**config.mk**
```make
export PLATFORM = sky130hd
export DESIGN_NAME = mdst_front
export DESIGN_NICKNAME = d
export VERILOG_FILES = /design/src/rtl/mdst_pkg.sv /design/src/rtl/mdst_front.sv
export VERILOG_INCLUDE_DIRS = /design/src /design/src/rtl
export SDC_FILE = /design/constraint.sdc
export NUM_CORES = 1
export LEC_CHECK = 0
export ABC_AREA = 1
export CORE_MARGIN = 10
export CORE_UTILIZATION = 40
export CTS_BUF_LIST = sky130_fd_sc_hd__clkbuf_16
export CTS_CLUSTER_DIAMETER = 150
export DETAILED_ROUTE_END_ITERATION = 16
export DONT_BUFFER_PORTS = 1
export SKIP_LAST_GASP = 1
export SLEW_MARGIN = 20
export SYNTH_ARGS = -nofsm -noshare
export SYNTH_HDL_FRONTEND = slang
export SYNTH_SLANG_ARGS = --single-unit
```
**constraint.sdc**
```tcl
create_clock -name clk -period 5.6 [get_ports clk]
set_input_delay 0.56 -clock clk [delete_from_list [all_inputs] [get_ports clk]]
set_output_delay 0.56 -clock clk [all_outputs]
set_load 0.01 [all_outputs]
```
**src/rtl/multitouch_dial_slot_tracker_unit_assert.svh**
```systemverilog
// Assertion macros shared by the slot tracker modules.
`ifndef MULTITOUCH_DIAL_SLOT_TRACKER_UNIT_ASSERT_SVH
`define MULTITOUCH_DIAL_SLOT_TRACKER_UNIT_ASSERT_SVH
// Check that a condition implies a consequence in the same cycle.
`define MDST_ASSERT_IMP(lbl, clk, rstn, cond, cons, msg) \
  lbl: assert property (@(posedge clk) disable iff (!rstn) (cond) |-> (cons)) \
    else $error(msg);
// Check that a condition implies a consequence in the next cycle.
`define MDST_ASSERT_NXT(lbl, clk, rstn, cond, cons, msg) \
  lbl: assert property (@(posedge clk) disable iff (!rstn) (cond) |=> (cons)) \
    else $error(msg);
`endif

```
**src/rtl/mdst_pkg.sv**
```systemverilog
// Shared types, constants and helper functions of the slot tracker.
`default_nettype none
package mdst_pkg;
  localparam int NSLOTS = 16;
  localparam int SW = $clog2(NSLOTS);
  localparam int QDEPTH = 4;
  localparam int QAW = $clog2(QDEPTH);

  typedef enum logic [1:0] {PH_NONE = 2'd0, PH_BEGIN = 2'd1, PH_UPDATE = 2'd2,
                            PH_END = 2'd3} phase_t;
  typedef enum logic [1:0] {REQ_ABS = 2'd0, REQ_SYNC = 2'd1, REQ_OTHER = 2'd2,
                            REQ_RSVD = 2'd3} req_t;
  typedef enum logic [2:0] {AC_SLOT = 3'd0, AC_TRACK = 3'd1, AC_X = 3'd2,
                            AC_Y = 3'd3, AC_MAJOR = 3'd4, AC_MINOR = 3'd5,
                            AC_ORIENT = 3'd6, AC_OTHER = 3'd7} abs_code_t;
  typedef enum logic [2:0] {RK_PROX_IN = 3'd0, RK_TIP_DOWN = 3'd1, RK_AXIS = 3'd2,
                            RK_TIP_UP = 3'd3, RK_PROX_OUT = 3'd4,
                            RK_TOUCH = 3'd5} report_kind_t;
  typedef enum logic [2:0] {BK_IDLE, BK_SCAN, BK_EMIT1, BK_EMIT2, BK_FINAL,
                            BK_DIV} bk_state_t;
  localparam int REG_SLOT_COUNT = 0;
  localparam int REG_MAJOR_RES = 1;
  localparam int REG_MINOR_RES = 2;
  localparam logic [4:0] ALL_MARKS = 5'h1f;

  // One queued command from the front part to the back part.
  typedef struct packed {
    logic        is_sync;
    logic [2:0]  code;
    logic [31:0] value;
  } cmd_t;
endpackage
`default_nettype wire

```
**src/rtl/mdst_front.sv**
```systemverilog
// Front part: accepts items, drops ignored ones, queues the rest.
`default_nettype none
module mdst_front (
  input  wire logic             clk,
  input  wire logic             rst_n,
  input  wire logic             in_push,
  output logic                  in_full,
  input  wire logic [1:0]       in_req_type,
  input  wire logic [2:0]       in_abs_code,
  input  wire logic [31:0]      in_event_value,
  output logic                  q_valid,
  output mdst_pkg::cmd_t        q_cmd,
  input  wire logic             q_take
);
  import mdst_pkg::*;
  `include "multitouch_dial_slot_tracker_unit_assert.svh"

  cmd_t            mem_r [QDEPTH];
  logic [QAW-1:0]  wp_r, rp_r;
  logic [QAW:0]    cnt_r;
  logic            acc, keep, do_take;
  cmd_t            cmd_in;

  assign in_full = (cnt_r == (QAW+1)'(QDEPTH));
  assign acc = in_push && !in_full;
  // keep absolute events with a real code and sync frames
  assign keep = acc && ((in_req_type == REQ_SYNC) ||
                ((in_req_type == REQ_ABS) && (in_abs_code != AC_OTHER)));
  assign q_valid = (cnt_r != '0);
  assign do_take = q_take && q_valid;
  assign q_cmd = mem_r[rp_r];
  always_comb begin
    cmd_in.is_sync = (in_req_type == REQ_SYNC);
    cmd_in.code = in_abs_code;
    cmd_in.value = in_event_value;
  end

  always_ff @(posedge clk) begin
    if (keep) begin
      mem_r[wp_r] <= cmd_in;
    end
    if (!rst_n) begin
      wp_r <= '0;
      rp_r <= '0;
      cnt_r <= '0;
    end else begin
      if (keep) wp_r <= wp_r + 1'b1;
      if (do_take) rp_r <= rp_r + 1'b1;
      cnt_r <= cnt_r + (QAW+1)'(keep) - (QAW+1)'(do_take);
    end
  end

  `MDST_ASSERT_IMP(a_no_overflow, clk, rst_n, keep, cnt_r < (QAW+1)'(QDEPTH), "queue overflow")
  `MDST_ASSERT_IMP(a_take_valid, clk, rst_n, q_take, q_valid, "take from empty queue")
  `MDST_ASSERT_NXT(a_cnt_step, clk, rst_n, keep && !do_take, cnt_r == $past(cnt_r) + 1'b1, "count")
endmodule
`default_nettype wire

```
==> results.tsv, run 1 <==
stage	metric	value	unit
power	Seq pwr share	44.4	%
timing	relative slew slack	43.6	%
logic_synthesis	proportion of synthesized area in mux cells	0	%
placed_design	routability cong.	0.716	
clock_tree	clock slew at reported path FFs	0.06	ns
worst_setup_path	reg-to-reg startpoint	cnt_r[1]	
logic_synthesis	Synth top cells by count	edfxtp_1, nor2_1, o21ai_0	
logic_synthesis	Post-Synth Simple-Gate Area	7.24	%
layout	share of cells above drive strength 1	18.9	%
logic_synthesis	main combinational cell family by area after synthesis	compound AO/OA/AOI/OAI gates	
logic_synthesis	Post-Synth Adder-Cell Area	1.56	%
floorplan	core box area	15000	µm²
power	leakage	2.33	nW
logic_synthesis	post-synthesis sequential area ratio	74.1	%
logic_synthesis	Synth area leaders	edfxtp_1, nor2_1, o22ai_1	
worst_setup_path	reg2reg setup slack	3.69	ns
layout	Area growth, synth to finish	13.4	%
global_route	vias in the first global route	3222	
power	P_sw	0.000877	W
placed_design	dpl hpwl	7550	µm
logic_synthesis	Mean Syn Cell Area	14.5	µm²
worst_setup_path	Worst Path Arrival	2.35	ns
clock_tree	setup bufs post-CTS	0	
clock_tree	PostCTS Resize Cnt	0	
power	Int Pwr	0.00223	W
drt	number of vias per cell	5.19	
timing	Worst Slack Setup Final	2.69	ns
power	Clock power frac	38.3	%
worst_hold_path	Worst Hold Depth	0	
placed_design	port bufs	0	
drt	DR pass1 iterations	4	
worst_setup_path	CP Max Fanout	72	
worst_hold_path	Hold WC Path Type	primary input to flop	
layout	Final Net Count	470	
worst_setup_path	CP max stage delay	0.75	ns
worst_setup_path	worst path cell trace	buf_4 -> inv_8 -> o21ai_0 -> o22ai_2	
timing	final slew viol count	0	
layout	ant diodes	0	
logic_synthesis	Most used DFF post-synth	edfxtp_1	
placed_design	pre-CTS setup slack	3.08	ns
timing	Final Cycle Share	52.0	%
timing	Max Clock Freq	344	MHz
logic_synthesis	largest area contributor in the netlist	edfxtp_1	
logic_synthesis	Distinct cells, synth	26	
job	# Max-Cap Violations	0	
power	Net Sw Frac	28.3	%
floorplan	Starting Density	40.4	%
logic_synthesis	register bit total from synthesis	153	
floorplan	Ports	79	
clock_tree	TritonCTS buffer count	17	
worst_setup_path	worst r2r dst	mem_r[3][20]	
worst_setup_path	Worst R2R Path Depth	5	
worst_setup_path	Req. time, crit path	5.04	ns
drt	Final ANT Viol Nets	0	
global_route	largest net degree at the start of global routing	73	
timing	Final Critical Period	2.91	ns
logic_synthesis	most common cell in the netlist	edfxtp_1	
global_route	initial antenna violation count	0	
power	Comb pwr share	17.3	%
timing	Layout Skew	0.0146	ns
logic_synthesis	Synth Area in Compound Gates	11.4	%
floorplan	Rows	45	
clock_tree	CTS sink cnt	153	
timing	Setup TNS	0	ns
run_status	status	finished, final reports clean	
clock_tree	worst-skew pair later-pin latency	0.42	ns
floorplan	die area	20500	µm²
layout	FILL cells	1265	
logic_synthesis	Async SR Flop Fraction	0	%
worst_setup_path	Setup crit end kind	primary output	
clock_tree	# hold bufs at CTS	0	
logic_synthesis	Post-synth EDFFs	144	
floorplan	Die Span Y	143	µm
worst_hold_path	Hold EP	mem_r[1][4]	
timing	worst hold slack	0.228	ns
drt	WL per Instance	19.7	µm
drt	Starting DRT DRC Count	162	
logic_synthesis	post-synthesis cell count	419	
clock_tree	CTS tree	yes	
drt	# DRC	0	
logic_synthesis	post-synth net total	467	
logic_synthesis	XOR/XNOR share of the synthesized area	0.432	%
clock_tree	root buf cell	clkbuf_16	
power	VDD IR-drop max	0.236	mV
clock_tree	htree depth	4	
drt	Vias	3232	
global_route	Global Route Usage Sum	12.3	%
timing	Final setup viols	0	
timing	RSZ-0062 raised after global routing	false	
worst_setup_path	CP Class	flop to primary output	
worst_setup_path	Startpoint Class	flop	
clock_tree	CTS max path bufs	2	
power	Power Dens Cells	450	nW/µm²
logic_synthesis	mapped cell area	6080	µm²
global_route	first-pass GRT wire length	18500	µm
floorplan	die width	143	µm
timing	Slew @ Worst Pin	0.846	ns
global_route	grt total ovfl	0	
logic_synthesis	Yosys top cell area share	71.1	%
worst_hold_path	hold_sp	in_event_value[4]	
timing	Final Hold Vio Count	0	
drt	total length of routed wires	12300	µm
worst_setup_path	Crit-path slowest cell	dfxtp_2	
logic_synthesis	Warnings, synthesis	0	
==> kinds of logic after synthesis <==
kind of cell,after synthesis
AO/OA/AOI/OAI,109
XOR/XNOR,3
AND/OR/NAND/NOR,103
flip-flops,153
adder cells (fa/ha/maj),7
buffers and inverters,44
==> cell usage in the layout (no fill, tap or decap), types with 4 or more instances in the layout <==
cell type,netlist,layout
dfxtp_1,9,7
o21ai_1,20,20
o22ai_1,30,30
clkinvlp_4,0,4
ha_1,6,6
o21ai_0,34,34
o22ai_2,6,6
nor2_2,6,6
nor2_1,81,77
inv_1,17,18
nand2_1,12,12
clkbuf_16,0,17
o21ai_2,18,18
bufinv_16,0,4
edfxtp_1,144,144
buf_16,0,4
nor2_4,0,4
==> flip-flops by register name, indices dropped and copies added (netlist names), named ones only <==
| name | count |
|---|---|
| wp_r | 2 |
| mem_r | 144 |
| cnt_r | 3 |
| rp_r | 2 |
==> area by class of cell <==
class                           count  area [µm²]  area share [%]
Tap cell                          188         235            3.41
Inverter                           22         103            1.49
Multi-Input combinational cell    222        1290            18.7
Sequential cell                   153        4510            65.3
Clock inverter                     15         201            2.92
Clock buffer                       17         425            6.17
Timing Repair Buffer                6         138            2.00
==> stage by stage <==
step | power (W) | utilization [%] | area, µm² | instances
2_1_floorplan | 0.00187 | - | 6080 | 419
3_3_place_gp | 0.00193 | 40.8 | 6140 | 586
3_5_place_dp | 0.00196 | 41.7 | 6270 | 591
4_1_cts | 0.00315 | 45.9 | 6900 | 623
5_1_grt | 0.00326 | 45.9 | 6900 | 623
6_report | 0.00310 | 45.9 | 6900 | 623
==> power by group through the flow <==
stage | combinational [W] | sequential [W] | clock [W]
3_5_place_dp | 0.000555 | 0.00140 | 0
2_1_floorplan | 0.000505 | 0.00136 | 0
4_1_cts | 0.000556 | 0.00138 | 0.00122
5_1_grt | 0.000606 | 0.00139 | 0.00127
6_report | 0.000538 | 0.00138 | 0.00119
3_3_place_gp | 0.000531 | 0.00140 | 0
==> how the worst max path moves through the flow <==
stage          startpoint     endpoint  cells past startpoint
2_1_floorplan     in_push  mem_r[0][0]                      4
3_3_place_gp         flop    q_cmd[34]                      4
3_5_place_dp         flop    q_cmd[34]                      4
4_1_cts              flop    q_cmd[34]                      4
5_1_grt              flop    q_cmd[10]                      4
6_report             flop    q_cmd[34]                      4
==> worst max-delay path, delay by kind of cell (launching register included) <==
kind,cells,cell delay [ns]
flip-flops,1,0.75
buffers and inverters,2,0.75
AO/OA/AOI/OAI,2,0.42
==> metal layers <==
| metal | global-route usage [%] | vias up | routed length (µm) |
|---|---|---|---|
| li1 | - | 1540 | - |
| met1 | 13.5 | 1596 | 4900 |
| met2 | 19.9 | 82 | 6070 |
| met3 | 6.14 | 14 | 1180 |
| met4 | 5.16 | 0 | 148 |
| met5 | 0 | - | 0 |
Note: power is estimated with default switching activity, not from simulation.
==> inputs of run 2 (changes only) <==
==> constraint.sdc (replaced) <==
create_clock -name clk -period 2.6 [get_ports clk]
set_input_delay 0.26 -clock clk [delete_from_list [all_inputs] [get_ports clk]]
set_output_delay 0.26 -clock clk [all_outputs]
set_load 0.01 [all_outputs]
==> results.tsv, run 2 (same netlist as run 1, synthesis figures left out) <==
stage	metric	value	unit
clock_tree	CTS tree	yes	
layout	share of cells above drive strength 1	16.1	%
layout	post-route design area	7130	µm²
clock_tree	clock slew at reported path FFs	0.06	ns
placed_design	Post-DP Area	6250	µm²
power	leakage	2.44	nW
timing	Final Cycle Share	87.7	%
worst_setup_path	CP Class	flop to primary output	
layout	Area growth, synth to finish	17.2	%
global_route	initial antenna violation count	0	
worst_setup_path	Req. time, crit path	2.34	ns
global_route	vias in the first global route	3482	
worst_setup_path	CP Max Fanout	72	
layout	Reg with most FFs	mem_r	
power	VDD IR-drop max	0.432	mV
layout	largest registers	mem_r (144), cnt_r (3)	
clock_tree	setup bufs post-CTS	0	
job	# Max-Cap Violations	0	
timing	Final Critical Period	2.28	ns
timing	final slew viol count	0	
floorplan	Starting Density	40.4	%
worst_setup_path	Worst Path Arrival	2.02	ns
timing	RSZ-0062 raised after global routing	false	
drt	# DRC	0	
global_route	largest net degree at the start of global routing	73	
timing	Max Clock Freq	439	MHz
floorplan	die width	143	µm
timing	relative slew slack	52.2	%
placed_design	dpl hpwl	7310	µm
layout	most frequent cells in the layout	edfxtp_1, nor2_1, dlygate4sd3_1, o21ai_0, o22ai_1	
drt	DR pass1 iterations	4	
placed_design	port bufs	0	
worst_setup_path	Setup crit end kind	primary output	
placed_design	routability cong.	0.768	
drt	Vias	3393	
timing	Layout Skew	0.00859	ns
clock_tree	worst-skew pair later-pin latency	0.42	ns
drt	Starting DRT DRC Count	195	
placed_design	placed insts	592	
floorplan	Rows	45	
worst_hold_path	Hold WC Path Type	primary input to flop	
clock_tree	htree depth	4	
run_status	status	finished, final reports clean	
drt	met1 WL	4940	µm
drt	met2 WL	6240	µm
floorplan	Ports	79	
clock_tree	root buf cell	clkbuf_16	
drt	Final ANT Viol Nets	0	
global_route	first-pass GRT wire length	18800	µm
clock_tree	TritonCTS buffer count	17	
drt	Max Used Layer	met4	
power	Design Power	0.00636	W
floorplan	die area	20500	µm²
drt	number of vias per cell	5.15	
timing	Setup TNS	0	ns
clock_tree	CTS sink cnt	153	
layout	final core utilization	47.4	%
layout	Non-Filler Instances	659	
timing	Final Hold Vio Count	0	
floorplan	core box area	15000	µm²
layout	max reg flops	144	
timing	Final setup viols	0	
worst_setup_path	Startpoint Class	flop	
floorplan	Die Span Y	143	µm
clock_tree	CTS max path bufs	2	
drt	total length of routed wires	12300	µm
power	Power Dens Cells	892	nW/µm²
timing	Slew @ Worst Pin	0.717	ns
global_route	Global Route Usage Sum	12.2	%
drt	met3 WL post-DR	889	µm
global_route	grt total ovfl	0	
layout	FILL cells	1282	
layout	commonest non-fill, non-tap cell in the layout	edfxtp_1	
drt	WL per Instance	18.7	µm
layout	Final Net Count	507	
layout	ant diodes	0	
==> run 2: report_power, final <==
part           internal (W)  total, W  switching, W
registers           0.00284   0.00294     0.0000960
logic              0.000393   0.00126      0.000864
clock network       0.00128   0.00216      0.000886
total               0.00451   0.00636       0.00185
==> run 2: final cells by class <==
type | count | area, µm² | area share, %
Clock buffer | 17 | 425 | 5.97
Clock inverter | 14 | 92.6 | 1.30
Inverter | 22 | 103 | 1.44
Multi-Input combinational cell | 222 | 1290 | 18.1
Sequential cell | 153 | 4510 | 63.2
Tap cell | 188 | 235 | 3.30
Timing Repair Buffer | 43 | 475 | 6.67
==> run 2: timing repair <==
item | in CTS | in global routing
hold buffers | 36 | 0
endpoints found under the hold margin | 149 | 0
endpoints found under the setup margin | 0 | 0
resized for setup | 0 | 0
==> run 2: per-layer routing <==
metal  track usage (%)  vias up
li1                  -     1610
met1              13.3     1684
met2              20.4       78
met3              4.98       21
met4              5.80        0
met5                 0        -
==> run 2: path summary, 6_finish.rpt <==
check / from / end / slack, ns / depth (start not counted)
max: flop / q_cmd[34] / 0.32 / 3
min: q_take / flop / 0.07 / 3
max reg2reg: cnt_r[1] / cnt_r[2] / 0.73 / 10
min reg2reg: rp_r[1] / flop / 0.50 / 2
==> run 2: critical path: stages (launching register included) <==
cell and delay, ns:
dfxtp_2 0.79, inv_8 0.35, o21ai_0 0.31, o22ai_2 0.13
==> run 2: through the flow <==
stage | setup slack (ns) | hold WS (ns)
2_1_floorplan | 0.0278 | 0.353
3_3_place_gp | 0.770 | 0.359
3_5_place_dp | 0.719 | 0.359
4_1_cts | 0.272 | 0.0478
5_1_grt | 0.136 | 0.0684
6_report | 0.320 | 0.0685
